**config.mk**
```make
export PLATFORM = sky130hd
export DESIGN_NAME = retransmit_backoff_scheduler_unit
export DESIGN_NICKNAME = d
export VERILOG_FILES = /design/src/rtl/core/rbs_pkg.sv /design/src/rtl/core/rbs_step.sv /design/src/rtl/core/retransmit_backoff_scheduler_unit.sv
export VERILOG_INCLUDE_DIRS = /design/src /design/src/rtl/core
export SDC_FILE = /design/constraint.sdc
export NUM_CORES = 1
export LEC_CHECK = 0
export BUFFER_PORTS_ARGS = -buffer_cell sky130_fd_sc_hd__buf_2
export CORE_AREA = 2 2 113 115
export DETAILED_ROUTE_END_ITERATION = 6
export DIE_AREA = 0 0 115 117
export MAX_ROUTING_LAYER = met4
export PLACE_DENSITY = 0.76
export SETUP_SLACK_MARGIN = 0.2
export SKIP_LAST_GASP = 1
export SLEW_MARGIN = 30
export SYNTH_ARGS = -nofsm -noshare
export SYNTH_HDL_FRONTEND = slang
export SYNTH_HIERARCHICAL = 1
export SYNTH_SLANG_ARGS = --single-unit
export TNS_END_PERCENT = 100
```
**constraint.sdc**
```tcl
create_clock -name clk -period 4.95 [get_ports clk]
set_input_delay 0.7425 -clock clk [delete_from_list [all_inputs] [get_ports clk]]
set_output_delay 0.7425 -clock clk [all_outputs]
set_load 0.05 [all_outputs]
```
**src/rtl/core/assert_macros.svh**
```systemverilog
// ----------------------------------------------------------------------------
// Assertion macros
// Shared concurrent assertion forms, compiled out when ASSERT_OFF is set.
// ----------------------------------------------------------------------------
`ifndef ASSERT_MACROS_SVH
`define ASSERT_MACROS_SVH

`ifndef ASSERT_OFF
`define ASSERT_PROP(label, clk, rst_n, prop, msg) \
    label: assert property (@(posedge clk) disable iff (!rst_n) prop) else $error(msg);
`define ASSERT_NEVER(label, clk, rst_n, cond, msg) \
    label: assert property (@(posedge clk) disable iff (!rst_n) !(cond)) else $error(msg);
`else
`define ASSERT_PROP(label, clk, rst_n, prop, msg)
`define ASSERT_NEVER(label, clk, rst_n, cond, msg)
`endif

`endif

```
**src/rtl/core/rbs_pkg.sv**
```systemverilog
// ----------------------------------------------------------------------------
// Retransmit backoff scheduler package
// Codes, constants and the structures passed between the scheduler modules.
// ----------------------------------------------------------------------------
package rbs_pkg;

    localparam int unsigned MAX_RETRIES = 6;

    localparam logic [31:0] BASE_DELAY_MS = 32'd64;
    localparam logic [31:0] GRACE_MS      = 32'd64;

    localparam logic [1:0] ACT_POLL  = 2'd0;
    localparam logic [1:0] ACT_ACK   = 2'd1;
    localparam logic [1:0] ACT_DONE  = 2'd2;
    localparam logic [1:0] ACT_ABORT = 2'd3;

    localparam logic [1:0] CH_NONE = 2'd0;
    localparam logic [1:0] CH_RED  = 2'd1;
    localparam logic [1:0] CH_BLUE = 2'd2;

    localparam logic [1:0] CAUSE_NONE       = 2'd0;
    localparam logic [1:0] CAUSE_ACKED      = 2'd1;
    localparam logic [1:0] CAUSE_EXHAUSTED  = 2'd2;
    localparam logic [1:0] CAUSE_NO_CHANNEL = 2'd3;

    localparam logic [1:0] CFG_SEND_ENABLED = 2'd0;
    localparam logic [1:0] CFG_RED_ENABLED  = 2'd1;
    localparam logic [1:0] CFG_BLUE_ENABLED = 2'd2;

    typedef struct packed {
        logic send_enabled;
        logic red_enabled;
        logic blue_enabled;
    } rbs_cfg_t;

    typedef struct packed {
        logic [1:0]  action;
        logic [31:0] now_ms;
        logic        head_valid;
        logic        ack_channel;
    } rbs_item_t;

    typedef struct packed {
        logic        tx_busy;
        logic [3:0]  retry_count;
        logic [31:0] next_retry_time;
        logic [1:0]  last_sent_chan;
        logic        last_acked_chan;
        logic [7:0]  punch_counter;
        logic [7:0]  message_counter;
    } rbs_state_t;

    typedef struct packed {
        logic       start_tx;
        logic       tx_channel;
        logic [7:0] message_seq;
        logic [7:0] punch_seq;
        logic       pop_head;
        logic [1:0] pop_cause;
    } rbs_result_t;

endpackage

```
**src/rtl/core/rbs_step.sv**
```systemverilog
// ----------------------------------------------------------------------------
// Retransmit backoff scheduler step logic
// Computes the next scheduling state and the result word for one event.
// ----------------------------------------------------------------------------
module rbs_step (
    input  rbs_pkg::rbs_cfg_t    cfg,
    input  rbs_pkg::rbs_state_t  state,
    input  rbs_pkg::rbs_item_t   item,
    output rbs_pkg::rbs_state_t  state_next,
    output rbs_pkg::rbs_result_t result
);
    import rbs_pkg::*;

    logic [1:0]  ack_code;
    logic        ack_on;
    logic [1:0]  pref_chan;
    logic [1:0]  red_fix;
    logic [1:0]  pick_chan;
    logic        pick_on;
    logic [3:0]  retry_inc;
    logic [3:0]  shift_amt;
    logic [31:0] delay;
    logic        time_reached;

    always_comb
    begin
        ack_code = item.ack_channel ? CH_BLUE : CH_RED;
        ack_on   = item.ack_channel ? cfg.blue_enabled : cfg.red_enabled;

        if (state.last_sent_chan == CH_NONE)
        begin
            pref_chan = state.last_acked_chan ? CH_BLUE : CH_RED;
        end
        else if (state.last_sent_chan == CH_RED)
        begin
            pref_chan = CH_BLUE;
        end
        else
        begin
            pref_chan = CH_RED;
        end
        red_fix   = (pref_chan == CH_RED && !cfg.red_enabled) ? CH_BLUE : pref_chan;
        pick_chan = (red_fix == CH_BLUE && !cfg.blue_enabled) ? CH_RED : red_fix;
        pick_on   = (pick_chan == CH_RED) ? cfg.red_enabled : cfg.blue_enabled;

        retry_inc    = state.retry_count + 4'd1;
        shift_amt    = retry_inc - 4'd1;
        delay        = (retry_inc < 4'(MAX_RETRIES)) ? (BASE_DELAY_MS << shift_amt) : GRACE_MS;
        time_reached = item.now_ms >= state.next_retry_time;
    end

    always_comb
    begin
        state_next = state;
        result     = '0;

        case (item.action) inside
            ACT_DONE, ACT_ABORT:
            begin
                state_next.tx_busy = 1'b0;
            end
            ACT_ACK:
            begin
                if (item.head_valid && ack_on && state.last_sent_chan == ack_code)
                begin
                    state_next.last_acked_chan = item.ack_channel;
                    state_next.retry_count     = 4'd0;
                    state_next.next_retry_time = 32'd0;
                    state_next.last_sent_chan  = CH_NONE;
                    result.pop_head            = 1'b1;
                    result.pop_cause           = CAUSE_ACKED;
                end
            end
            default:
            begin
                if (cfg.send_enabled && !state.tx_busy && item.head_valid)
                begin
                    if (state.retry_count >= 4'(MAX_RETRIES))
                    begin
                        if (time_reached)
                        begin
                            state_next.retry_count     = 4'd0;
                            state_next.next_retry_time = 32'd0;
                            state_next.last_sent_chan  = CH_NONE;
                            result.pop_head            = 1'b1;
                            result.pop_cause           = CAUSE_EXHAUSTED;
                        end
                    end
                    else if (state.retry_count == 4'd0 || time_reached)
                    begin
                        if (!pick_on)
                        begin
                            state_next.retry_count     = 4'd0;
                            state_next.next_retry_time = 32'd0;
                            state_next.last_sent_chan  = CH_NONE;
                            result.pop_head            = 1'b1;
                            result.pop_cause           = CAUSE_NO_CHANNEL;
                        end
                        else
                        begin
                            if (state.retry_count == 4'd0)
                            begin
                                state_next.punch_counter = state.punch_counter + 8'd1;
                            end
                            state_next.message_counter = state.message_counter + 8'd1;
                            state_next.tx_busy         = 1'b1;
                            state_next.retry_count     = retry_inc;
                            state_next.last_sent_chan  = pick_chan;
                            state_next.next_retry_time = item.now_ms + delay;
                            result.start_tx            = 1'b1;
                            result.tx_channel          = (pick_chan == CH_BLUE);
                            result.message_seq         = state_next.message_counter;
                            result.punch_seq           = state_next.punch_counter;
                        end
                    end
                end
            end
        endcase
    end

endmodule

```
**src/rtl/core/retransmit_backoff_scheduler_unit.sv**
```systemverilog
// ----------------------------------------------------------------------------
// Retransmit backoff scheduler unit
// Stop-and-wait retransmit control with exponential backoff over two channels.
// ----------------------------------------------------------------------------
// The unit accepts one event word per clock cycle and returns exactly one
// result word for each: an input register holds the event, and the step
// logic updates the scheduling state and loads the result register at the
// same edge. The sustained rate of one word per cycle, while the output is
// not stalled, is set by that state update. While a result waits at the output,
// the input register still takes one more word. Configuration writes are
// always ready and take effect at the next edge.
`include "assert_macros.svh"

module retransmit_backoff_scheduler_unit (
    input  logic        clk,
    input  logic        rst_n,
    input  logic        cfg_valid,
    output logic        cfg_ready,
    input  logic [1:0]  cfg_index,
    input  logic        cfg_data,
    input  logic        in_valid,
    output logic        in_ready,
    input  logic [1:0]  action,
    input  logic [31:0] now_ms,
    input  logic        head_valid,
    input  logic        ack_channel,
    output logic        out_valid,
    input  logic        out_ready,
    output logic        start_tx,
    output logic        tx_channel,
    output logic [7:0]  message_seq,
    output logic [7:0]  punch_seq,
    output logic        pop_head,
    output logic [1:0]  pop_cause
);
    import rbs_pkg::*;

    rbs_cfg_t    cfg_reg;
    rbs_cfg_t    cfg_next;
    rbs_state_t  state_reg;
    rbs_state_t  state_next;
    rbs_item_t   item_reg;
    rbs_result_t result_reg;
    rbs_result_t step_result;
    logic        item_valid_reg;
    logic        item_valid_next;
    logic        out_valid_reg;
    logic        out_valid_next;
    logic        advance;
    logic        in_fire;

    assign cfg_ready = 1'b1;
    assign advance   = item_valid_reg && (!out_valid_reg || out_ready);
    assign in_ready  = !item_valid_reg || advance;
    assign in_fire   = in_valid && in_ready;

    always_comb
    begin
        cfg_next = cfg_reg;
        if (cfg_valid)
        begin
            unique case (cfg_index)
                CFG_SEND_ENABLED: cfg_next.send_enabled = cfg_data;
                CFG_RED_ENABLED:  cfg_next.red_enabled  = cfg_data;
                CFG_BLUE_ENABLED: cfg_next.blue_enabled = cfg_data;
                default:          cfg_next = cfg_reg;
            endcase
        end
        item_valid_next = in_fire ? 1'b1 : (advance ? 1'b0 : item_valid_reg);
        out_valid_next  = advance ? 1'b1 : (out_ready ? 1'b0 : out_valid_reg);
    end

    rbs_step u_step (
        .cfg        (cfg_reg),
        .state      (state_reg),
        .item       (item_reg),
        .state_next (state_next),
        .result     (step_result)
    );

    always_ff @(posedge clk or negedge rst_n)
    begin
        if (!rst_n)
        begin
            cfg_reg.send_enabled <= 1'b0;
            cfg_reg.red_enabled  <= 1'b1;
            cfg_reg.blue_enabled <= 1'b1;
            state_reg            <= '0;
            item_valid_reg       <= 1'b0;
            out_valid_reg        <= 1'b0;
        end
        else
        begin
            cfg_reg        <= cfg_next;
            item_valid_reg <= item_valid_next;
            out_valid_reg  <= out_valid_next;
            if (advance)
            begin
                state_reg <= state_next;
            end
        end
    end

    always_ff @(posedge clk)
    begin
        if (in_fire)
        begin
            item_reg.action      <= action;
            item_reg.now_ms      <= now_ms;
            item_reg.head_valid  <= head_valid;
            item_reg.ack_channel <= ack_channel;
        end
        if (advance)
        begin
            result_reg <= step_result;
        end
    end

    assign out_valid   = out_valid_reg;
    assign start_tx    = result_reg.start_tx;
    assign tx_channel  = result_reg.tx_channel;
    assign message_seq = result_reg.message_seq;
    assign punch_seq   = result_reg.punch_seq;
    assign pop_head    = result_reg.pop_head;
    assign pop_cause   = result_reg.pop_cause;

    `ASSERT_NEVER(a_no_start_and_pop, clk, rst_n, out_valid_reg && result_reg.start_tx && result_reg.pop_head, "start and pop in one word")
    `ASSERT_NEVER(a_retry_bound, clk, rst_n, state_reg.retry_count > 4'(MAX_RETRIES), "retry count past limit")
    `ASSERT_PROP(a_pop_cause, clk, rst_n, out_valid_reg |-> (result_reg.pop_head == (result_reg.pop_cause != CAUSE_NONE)), "pop flag and cause disagree")
    `ASSERT_PROP(a_start_sets_busy, clk, rst_n, (advance && step_result.start_tx) |=> state_reg.tx_busy, "start did not mark busy")

endmodule

```
==> summary.md, run 1 <==
| Metric | Value |
|---|---|
| Outcome | `complete, no violations` |
| Min Hold Slack | `around 0.5 ns` |
| FF+latch area | `~3200 um^2` |
| Overall Global Routing Usage | `0.238` |
| Routed length per instance | `about 17 um` |
| ANT cells | `0` |
| Post-synth top area cell | `edfxtp_1` |
| Die area | `13,500 um^2` |
| Root Driver | `clkbuf_16` |
| Flop-to-flop setup slack | `approximately 0.52 ns` |
| Synth top area cells | `edfxtp_1 24%, dfrtp_1 20%, ha_1 9.7%, mux2_4 6.0%, xnor2_1 5.0%` |
| Leakage Power | `approximately 3.7 nW` |
| CP arrival | `approximately 4.7 ns` |
| Synth Area in XOR/XNOR | `0.0607` |
| Largest register FFs | `56` |
| Sequential cell area fraction in the yosys report | `0.449` |
| Critical R2R Capture | `state_reg[43]` |
| Area share of fa/ha/maj cells after synthesis | `0.0999` |
| FMAX | `~230 MHz` |
| ANT nets after route | `0` |
| Post-synth top area share | `0.237` |
| Synth Area in Simple Gates | `0.114` |
| Pin count of the biggest net entering global routing | `62` |
| Combinational family with the most area after synthesis | `compound AO/OA/AOI/OAI gates` |
| Mapped Area | `roughly 7000 um^2` |
| Layout filler cell count | `between 900 and 1,000` |
| Sink Count | `around 120` |
| Multi-input gate area | `between 3000 and 4000 um^2` |
| Number of global-route vias before repair | `around 5,000` |
| Hold WC Path Type | `primary input to async pin` |
| Vias/cell | `just under 6` |
| Die Width | `115 um` |
| Final hold vios | `0` |
| Reg2Reg Depth | `15` |
| Synth Area in Compound Gates | `0.120` |
| Antenna violations before repair | `0` |
| Count leader, synth | `dfrtp_1` |
| Unrepaired setup endpoints after global routing | `false` |
| Detailed placement HPWL | `between 9000 and 10,000 um` |
| Number of remaining DRC errors | `0` |
| Top cell types by occurrence after synthesis | `59 x dfrtp_1, 57 x edfxtp_1, 56 x ha_1, 41 x xnor2_1, 39 x inv_1` |
| Final wirelength | `roughly 15,000 um` |
| Starting Density | `0.586` |
| Post-CTS Setup Inserts | `0` |
| Share of cells above drive strength 1 | `0.248` |
| Worst-path clk slew | `around 0.05 ns` |
| Minimum clock period | `between 4 and 5 ns` |
| CP endpoint kind | `flop` |
| Grt total ovfl | `0` |
| RR Startpoint | `state_reg[51]` |
| Fin crit share | `0.894` |
| CTS tree | `yes` |
| Critical path launch point type | `flop` |
| Ys Warns | `6` |
| Vias | `5,052` |
| Crit path from | `state_reg[51]` |
| Netlist cell types | `66` |
| Finished Core Util | `0.670` |
| Worst EP required | `about 5.3 ns` |
| Number of setup violations in the final report | `0` |
| Area delta synth->final | `14.4%` |
| Clk_skew | `0.00807 ns` |
| Starting DRC count in detailed routing | `roughly 270` |
| Max-cap violations | `0` |
| Worst slew pin tran | `a little over 0.8 ns` |
| Final RePlAce weighted congestion | `0.951` |
| H-tree levels | `4` |
| Nets@finish | `799` |
| Post-synth top flop | `dfrtp_1` |
| TritonCTS Buffers | `17` |
| Worst setup path category | `flop to flop` |
| First-pass GRT wire length | `approximately 24,000 um` |
| # port buffers | `66` |
| Post-synthesis register bit count | `about 120` |
| Post-synth EDFFs | `57` |
| Crit Path Max Fanout | `10` |
| Setup tns final | `0 ns` |
| Final Max Slew Viols | `0` |
| Gate Count Post-Synth | `628` |
| Die Y | `about 120 um` |
| Clk buf depth | `2` |
| Number of iterations in the first detailed-routing pass | `4` |
| Clk Latency, worst-skew pair | `between 0.4 and 0.5 ns` |
| Rel. slew slack | `0.446` |
| Core Region | `12,300 um^2` |
| Mux cell area share after synthesis | `0.113` |
| PwrDens | `~460 nW/um^2` |
| Row cnt | `a little over 40` |
| Syn_nets | `729` |
| Fraction of registers with async set/reset | `0.517` |
| VDD IR max | `between 300 and 400 uV` |
| I/O Pins | `68` |
| Syn_area_per_cell | `between 10 and 15 um^2` |
worst max path at each step:
| stage | cells past startpoint | endpoint | slack (ns) |
|---|---|---|---|
| 3_3_place_gp | 15 | state_reg[44] | 0.72 |
| 5_1_grt | 15 | state_reg[44] | 0.31 |
| 4_1_cts | 15 | state_reg[44] | 0.46 |
| 2_1_floorplan | 15 | state_reg[38] | 1.09 |
| 3_5_place_dp | 15 | state_reg[44] | 0.48 |
| 6_report | 15 | state_reg[43] | 0.52 |
critical path, stage by stage (launching register included):
cell,delay (ns)
dfrtp_1,0.51
inv_1,0.18
ha_1,0.41
or3_1,0.38
and3_1,0.21
and2_1,0.17
ha_1,0.36
o21ai_0,0.15
o21ai_0,0.32
nand2_1,0.12
o21ai_0,0.44
a21o_1,0.33
nand3_1,0.12
xnor2_1,0.14
a22o_1,0.19
mux2_2,0.25
what timing repair did:
| item | in CTS | in global routing |
|---|---|---|
| setup endpoints to repair | 0 | 6 |
| hold buffers | 0 | 0 |
| resized for setup | 0 | 1 |
per-stage QoR:
step	instances	area [um^2]	power (mW)	setup slack, ns
after floorplan	628	7210	2.27	1.09
after global placement	828	7620	2.46	0.718
final	861	8250	3.76	0.525
after CTS	860	8230	3.78	0.456
after detailed placement	828	7620	2.51	0.482
after global routing	861	8250	3.98	0.312
cell type report:
| cell class | count | area share |
|---|---|---|
| inverters | 40 | 0.0182 |
| clock buffers | 25 | 0.0626 |
| clock inverters | 7 | 0.0106 |
| flip-flops and latches | 118 | 0.393 |
| repair buffers | 72 | 0.0464 |
| multi-input cells | 449 | 0.447 |
| well taps | 150 | 0.0227 |
per-layer routing:
metal	routed length [um]	GRT usage
met4	267	0.0867
met5	0	-
met1	6550	0.276
met2	7340	0.402
met3	609	0.0644
report_power, final:
part           switching [mW]  internal (mW)  total, mW
Clock                   0.415          0.821       1.24
Combinational           0.571          0.574       1.15
Sequential              0.157           1.22       1.38
Total                    1.14           2.62       3.76
cell usage in the layout, fill, tap and decap left out, types with 3 or more instances in the layout:
cell	count
and3_1	14
xor2_1	9
clkbuf_1	3
or3_1	3
nand4_1	10
and2_1	18
nor3_1	9
nand2_1	37
edfxtp_1	57
inv_1	39
nand3b_1	3
dfrtp_1	59
clkbuf_16	18
mux2_2	31
xnor2_1	41
nand3_1	14
nand2b_1	4
nor2_1	32
nor2b_1	4
ha_1	56
mux2_4	29
clkbuf_8	4
buf_2	66
a211o_1	3
a22o_1	31
o21a_1	3
o21ai_0	19
a21o_1	15
clkinv_2	3
buf_4	5
a21oi_1	20
cells by family (layout without fill, tap and decap cells):
kind of cell | Yosys count | count (layout)
AND/OR/NAND/NOR | 161 | 161
XOR/XNOR | 50 | 50
AO/OA/AOI/OAI | 117 | 117
buffers and inverters | 61 | 144
other | 1 | 1
multiplexers | 63 | 63
adder cells (fa/ha/maj) | 57 | 57
flip-flops | 118 | 118
Power figures use the tool's default switching activity.
==> run 2, diff against run 1 <==
--- a/config.mk
+++ b/config.mk
@@ -6,10 +6,12 @@
 export SDC_FILE = /design/constraint.sdc
 export NUM_CORES = 1
 export LEC_CHECK = 0
+export ABC_AREA = 1
 export BUFFER_PORTS_ARGS = -buffer_cell sky130_fd_sc_hd__buf_2
-export CORE_AREA = 2 2 113 115
+export CORE_AREA = 2 2 120 122
 export DETAILED_ROUTE_END_ITERATION = 6
-export DIE_AREA = 0 0 115 117
+export DIE_AREA = 0 0 122 124
+export GPL_TIMING_DRIVEN = 0
 export MAX_ROUTING_LAYER = met4
 export PLACE_DENSITY = 0.76
 export SETUP_SLACK_MARGIN = 0.2
==> summary.md, run 2 <==
| Metric | Value |
|---|---|
| Mapped Area | `8190 um^2 (+13%)` |
| Crit Path Max Fanout | `10 (unchanged)` |
| Post-synth top area share | `0.209 (-0.0282)` |
| # port buffers | `66 (unchanged)` |
| P_sw | `1.58 mW (+38%)` |
| Starting DRC count in detailed routing | `744 (+170%)` |
| Worst setup path category | `flop to flop` |
| Largest register FFs | `56 (unchanged)` |
| Fin crit share | `0.871 (-0.0226)` |
| Post-synth EDFFs | `57 (unchanged)` |
| Number of iterations in the first detailed-routing pass | `6 (+2)` |
| Number of setup violations in the final report | `0 (unchanged)` |
| Pin count of the biggest net entering global routing | `33 (-47%)` |
| Finished Layout Cells | `1,373 (+59%)` |
| Hold WC Path Type | `primary input to async pin` |
| Unrepaired setup endpoints after global routing | `false` |
| Vias/cell | `5.50 (-6.2%)` |
| Flop-to-flop setup slack | `0.64 ns (+0.11 ns)` |
| Syn_area_per_cell | `7.49 um^2 (-35%)` |
| Outcome | `complete, no violations` |
| Critical path's slowest cell | `xor2_1` |
| Worst-path cell chain | `inv_1, ha_1, inv_1, nand3_1, xor2_1, inv_2, o21ai_0, ha_1, fa_1, nand3_1, nand3_1, nand2_1, nand2_1, nand2_1, nand2_1, xor2_1, nand3_1, nand2_1, nand2_1, nand2_1, nand3_1, nand2_1` |
| Sequential cell area fraction in the yosys report | `0.396 (-0.0534)` |
| Placed instance count | `1,341 (+62%)` |
| ANT nets after route | `0 (unchanged)` |
| Number of remaining DRC errors | `0 (unchanged)` |
| Sw Share | `0.380 (+0.0757)` |
| Worst slew pin tran | `0.783 ns (-0.0473 ns)` |
| Detailed placement HPWL | `15,900 um (+60%)` |
| Netlist cell types | `44 (-33%)` |
| Critical path launch point type | `flop` |
| Worst EP required | `5.31 ns (+0.06 ns)` |
| Core Region | `13,700 um^2 (+11%)` |
| Vias | `7,557 (+50%)` |
| Post-synth top flop | `dfrtp_1` |
| Count leader, synth | `nand2_1` |
| Syn_nets | `1,194 (+64%)` |
| Seq pwr share | `0.342 (-0.024)` |
| Minimum clock period | `4.31 ns (-0.112 ns)` |
| Nets@finish | `1,281 (+60%)` |
| Row cnt | `43 (+4.9%)` |
| Internal power | `2.58 mW (-1.4%)` |
| Post-synthesis register bit count | `118 (unchanged)` |
| CP peak stage delay | `0.59 ns (+0.08 ns)` |
| Starting Density | `0.597 (+0.0108)` |
| Gate Count Post-Synth | `1,093 (+74%)` |
| Die Y | `124 um (+6.0%)` |
| Post-synth top area cell | `edfxtp_1` |
| I/O Pins | `68 (unchanged)` |
| Number of global-route vias before repair | `7,067 (+41%)` |
| Overall Global Routing Usage | `0.313 (+0.0744)` |
| CTS tree | `yes` |
| Die Width | `122 um (+6.1%)` |
| Antenna violations before repair | `0 (unchanged)` |
| Layout filler cell count | `1,160 (+28%)` |
| Routed length per instance | `15.7 um (-8.1%)` |
| Clk buf depth | `2 (unchanged)` |
| Final wirelength | `21,600 um (+46%)` |
| Area delta synth->final | `15.1%` |
| Clk_skew | `0.0120 ns (+0.00392 ns)` |
| Worst-path clk slew | `0.06 ns (about the same)` |
| Final hold vios | `0 (unchanged)` |
| Share of cells above drive strength 1 | `0.137 (-0.111)` |
| FMAX | `232 MHz (+2.6%)` |
| RR Startpoint | `state_reg[51]` |
| Top cell types by occurrence after synthesis | `393 x nand2_1, 117 x inv_1, 117 x nand3_1, 74 x nor2_1, 59 x dfrtp_1` |
| CP endpoint kind | `flop` |
| Root Driver | `clkbuf_16` |
| Leakage Power | `4.67 nW (+25%)` |
| Comb pwr share | `0.343 (+0.038)` |
| PwrDens | `441 nW/um^2 (-3.1%)` |
| Synth top area cells | `edfxtp_1 21%, dfrtp_1 18%, nand2_1 18%, ha_1 8.6%, nand3_1 7.2%` |
| Post-CTS Setup Inserts | `0 (unchanged)` |
| Final RePlAce weighted congestion | `0.958 (+0.81%)` |
| Final Max Slew Viols | `0 (unchanged)` |
| H-tree levels | `4 (unchanged)` |
| Clock network power share | `0.315 (-0.014)` |
| First-pass GRT wire length | `34,900 um (+46%)` |
| Crit path from | `state_reg[51]` |
| Post-CTS Resized | `0 (unchanged)` |
| Fraction of registers with async set/reset | `0.517 (unchanged)` |
| Post-CTS Hold Fix Bufs | `0 (unchanged)` |
| Grt total ovfl | `0 (unchanged)` |
| Setup tns final | `0 ns (unchanged)` |
| VDD IR max | `262 uV (-30%)` |
| Clk Latency, worst-skew pair | `0.43 ns (about the same)` |
| TritonCTS Buffers | `17 (unchanged)` |
| Rel. slew slack | `0.476 (+0.0302)` |
| Commonest non-fill, non-tap cells in the layout | `393 x nand2_1, 117 x nand3_1, 116 x inv_1` |
| Sink Count | `118 (unchanged)` |
| Max-cap violations | `0 (unchanged)` |
| Crit path top cell by count | `nand2_1` |
| ANT cells | `0 (unchanged)` |
| Commonest non-fill, non-tap cell in the layout | `nand2_1` |
| CP arrival | `4.68 ns (-0.04 ns)` |
| Die area | `15,100 um^2 (+12%)` |
| Ys Warns | `6 (unchanged)` |
==> run 2: changes by cell type after synthesis, sizes merged, moves of 17 or more <==
cell | before | now
and2 | 18 | 1
xnor2 | 41 | 10
nand3 | 14 | 119
inv | 40 | 121
nand2 | 38 | 398
o21ai | 19 | 46
mux2 | 61 | 0
a22o | 31 | 0
nor2 | 32 | 77
==> run 2: cell families (layout without fill, tap and decap cells) <==
family,after synthesis,after routing,share of synthesized area
other,1,1,0.000458
adders and majority gates,57,57,0.0880
buffers and inverters,160,260,0.0865
muxes,1,1,0.00122
DFF,118,118,0.396
and+or+nand+nor,627,627,0.322
xor gates and xnor gates,31,31,0.0341
AOI/OAI and AO/OA,98,98,0.0718
==> run 2: power by group through the flow <==
| stage | clock network (mW) | registers [mW] | logic (mW) |
|---|---|---|---|
| after floorplan | 0 | 1.45 | 1.00 |
| after global placement | 0 | 1.43 | 1.35 |
| after detailed placement | 0 | 1.43 | 1.40 |
| after CTS | 1.32 | 1.42 | 1.41 |
| after global routing | 1.37 | 1.45 | 1.62 |
| final | 1.31 | 1.42 | 1.43 |
==> run 2: area by class of cell <==
type	instances	area, um^2	area share
Inverter	123	467	0.0496
Clock inverter	10	141	0.0150
Timing Repair Buffer	68	380	0.0404
Buffer	37	241	0.0256
Tap cell	180	225	0.0239
Clock buffer	22	485	0.0515
Multi-Input combinational cell	815	4240	0.450
Sequential cell	118	3240	0.344
==> run 2: critical path, delay by kind of cell (launching register included) <==
family | cells | cell delay [ns]
adder cells (fa/ha/maj) | 3 | 0.83
XOR/XNOR | 2 | 0.83
AO/OA/AOI/OAI | 1 | 0.23
AND/OR/NAND/NOR | 13 | 1.37
buffers and inverters | 3 | 0.41
flip-flops | 1 | 0.55
==> run 2: final timing paths <==
check | endpoint | cells past startpoint
min in group clk | state_reg[35] | 2
worst min-delay path | state_reg[24] | 1
worst max register to register | state_reg[41] | 22
worst max-delay path | state_reg[41] | 22
max in group asynchronous | cfg_reg[0] | 2
worst min register to register | state_reg[35] | 2
==> run 2: metrics by stage <==
| stage | total power [mW] | hold WS (ns) | area [um^2] | utilization | setup slack [ns] |
|---|---|---|---|---|---|
| 3_5_place_dp | 2.83 | 0.463 | 8790 | 0.641 | 0.836 |
| 5_1_grt | 4.44 | 0.271 | 9420 | 0.686 | 0.336 |
| 4_1_cts | 4.15 | 0.258 | 9420 | 0.686 | 0.725 |
| 3_3_place_gp | 2.78 | 0.454 | 8740 | 0.637 | 0.915 |
| 6_report | 4.16 | 0.259 | 9420 | 0.686 | 0.637 |
| 2_1_floorplan | 2.45 | 0.442 | 8190 | - | 1.65 |
==> run 2: layer usage <==
layer	routed length [um]	global-route usage
met1	9240	0.389
met2	10500	0.512
met3	1400	0.0614
met4	527	0.112
met5	0	-
==> run 3, diff against run 2 <==
==> constraint.sdc (replaced) <==
create_clock -name clk -period 4.95 [get_ports clk]
set_input_delay 0 -clock clk [delete_from_list [all_inputs] [get_ports clk]]
set_output_delay 0 -clock clk [all_outputs]
set_load 0.05 [all_outputs]
==> summary.md, run 3 (synthesis gave the netlist of run 2 again) <==
| Metric | Value |
|---|---|
| First-pass GRT wire length | `36,200 um (+3.8%)` |
| Sink Count | `118 (unchanged)` |
| Crit Path Max Fanout | `10 (unchanged)` |
| TritonCTS Buffers | `17 (unchanged)` |
| Crit path top cell by count | `nand2_1` |
| Nets@finish | `1,329 (+3.7%)` |
| CTS tree | `yes` |
| Commonest non-fill, non-tap cells in the layout | `393 x nand2_1, 117 x nand3_1, 116 x inv_1` |
| H-tree levels | `4 (unchanged)` |
| Vias/cell | `5.53 (+0.50%)` |
| Setup tns final | `0 ns (unchanged)` |
| CP peak stage delay | `0.57 ns (-0.02 ns)` |
| Row cnt | `43 (unchanged)` |
| VDD IR max | `264 uV (+0.72%)` |
| Critical path's slowest cell | `xor2_1` |
| Outcome | `complete, no violations` |
| CP endpoint kind | `flop` |
| Number of iterations in the first detailed-routing pass | `6 (unchanged)` |
| Min Hold Slack | `0.0764 ns (-0.182 ns)` |
| Fin crit share | `0.868 (-0.00338)` |
| Starting DRC count in detailed routing | `854 (+15%)` |
| Routed length per instance | `15.9 um (+1.1%)` |
| Starting Density | `0.597 (unchanged)` |
| Worst setup path category | `flop to flop` |
| Clk Latency, worst-skew pair | `0.43 ns (about the same)` |
| Worst EP required | `5.31 ns (about the same)` |
| Grt total ovfl | `0 (unchanged)` |
| Critical path launch point type | `flop` |
| Detailed placement HPWL | `15,900 um (unchanged)` |
| CP bufs+invs | `3 (unchanged)` |
| Clk_skew | `0.00881 ns (-0.00318 ns)` |
| Post-CTS Setup Inserts | `0 (unchanged)` |
| Number of remaining DRC errors | `0 (unchanged)` |
| Crit-path leading delay family | `simple AND/OR/NAND/NOR gates` |
| Core Region | `13,700 um^2 (unchanged)` |
| Antenna violations before repair | `0 (unchanged)` |
| Share of cells above drive strength 1 | `0.131 (-0.00528)` |
| Worst slew pin tran | `0.823 ns (+0.0400 ns)` |
| Die Width | `122 um (unchanged)` |
| Clk buf depth | `2 (unchanged)` |
| FMAX | `233 MHz (+0.39%)` |
| Final hold vios | `0 (unchanged)` |
| Final RePlAce weighted congestion | `0.958 (unchanged)` |
| Final wirelength | `22,600 um (+4.7%)` |
| ANT nets after route | `0 (unchanged)` |
| Root Driver | `clkbuf_16` |
| Rel. slew slack | `0.450 (-0.0268)` |
| Largest register FFs | `56 (unchanged)` |
| Vias | `7,860 (+4.0%)` |
| CP arrival | `4.66 ns (-0.02 ns)` |
| Finished Layout Cells | `1,421 (+3.5%)` |
| Worst-path cell chain | `inv_1, ha_1, inv_1, nand3_1, xor2_1, inv_2, o21ai_0, ha_1, fa_1, nand3_1, nand3_1, nand2_1, nand2_1, nand2_1, nand2_1, xor2_1, nand3_1, nand2_1, nand2_1, nand2_1, nand3_1, nand2_1` |
| Minimum clock period | `4.30 ns (-0.0167 ns)` |
| Post-CTS Resized | `0 (unchanged)` |
| Die Y | `124 um (unchanged)` |
| Worst-path clk slew | `0.06 ns (about the same)` |
| Placed instance count | `1,341 (unchanged)` |
| Overall Global Routing Usage | `0.325 (+0.0124)` |
| # port buffers | `66 (unchanged)` |
| Design Power | `4.20 mW (+1.1%)` |
| Number of global-route vias before repair | `7,420 (+5.0%)` |
| Area delta synth->final | `20.9%` |
| Leakage Power | `4.87 nW (+4.2%)` |
| Max-cap violations | `0 (unchanged)` |
| Hold WC Path Type | `primary input to async pin` |
| Post-CTS Hold Fix Bufs | `48 (+48)` |
| PwrDens | `425 nW/um^2 (-3.8%)` |
| Unrepaired setup endpoints after global routing | `false` |
| I/O Pins | `68 (unchanged)` |
| Commonest non-fill, non-tap cell in the layout | `nand2_1` |
| Final Max Slew Viols | `0 (unchanged)` |
| Die area | `15,100 um^2 (unchanged)` |
| Pre-CTS WS | `0.836 ns (unchanged)` |
| Pin count of the biggest net entering global routing | `33 (unchanged)` |
| Number of setup violations in the final report | `0 (unchanged)` |
| PnR worst setup slack | `0.654 ns (+0.0167 ns)` |
| ANT cells | `0 (unchanged)` |
-- run 3: cell count changes in the layout (fill, tap and decap cells not counted) --
| cell | delta |
|---|---|
| dlygate4sd3_1 | +48 |
-- run 3: metal layers --
metal / global-route usage / share of wire
met2: 0.534 / 0.49
met3: 0.0641 / 0.070
met1: 0.397 / 0.41
met4: 0.129 / 0.028
met5: - / 0
-- run 3: layout make-up --
type	count	area [um^2]
Buffer	37	241
Clock buffer	22	485
Clock inverter	10	141
Fill cell	1096	3820
Inverter	123	467
Multi-Input combinational cell	815	4240
Sequential cell	118	3240
Tap cell	180	225
Timing Repair Buffer	116	861
-- run 3: worst paths after layout --
check,startpoint,end,slack [ns],cells after the start
max in group asynchronous,rst_n,cfg_reg[0],4.28,3
worst min register to register,state_reg[46],state_reg[46],0.48,2
min in group clk,out_ready,state_reg[44],0.19,6
worst max-delay path,state_reg[51],state_reg[41],0.65,22
worst max register to register,state_reg[51],state_reg[41],0.65,22
worst min-delay path,rst_n,state_reg[24],0.08,2
-- run 3: where the power goes --
part	switching [mW]	internal, mW
logic	0.934	0.527
registers	0.197	1.23
clock network	0.466	0.850
total	1.60	2.61
-- run 3: metrics by stage --
step / area, um^2 / util
after floorplan: 8190 / -
after global placement: 8740 / 0.637
after detailed placement: 8790 / 0.641
after CTS: 9900 / 0.721
after global routing: 9900 / 0.721
final: 9900 / 0.721
-- run 3: worst reg2reg max path, cell delays in order, from the launching register on --
cell and delay [ns]:
dfrtp_1 0.56, inv_1 0.15, ha_1 0.31, inv_1 0.10, nand3_1 0.12, xor2_1 0.57, inv_2 0.17, o21ai_0 0.22
ha_1 0.22, fa_1 0.30, nand3_1 0.10, nand3_1 0.17, nand2_1 0.07, nand2_1 0.13, nand2_1 0.07, nand2_1 0.24
xor2_1 0.25, nand3_1 0.12, nand2_1 0.09, nand2_1 0.05, nand2_1 0.07, nand3_1 0.07, nand2_1 0.07
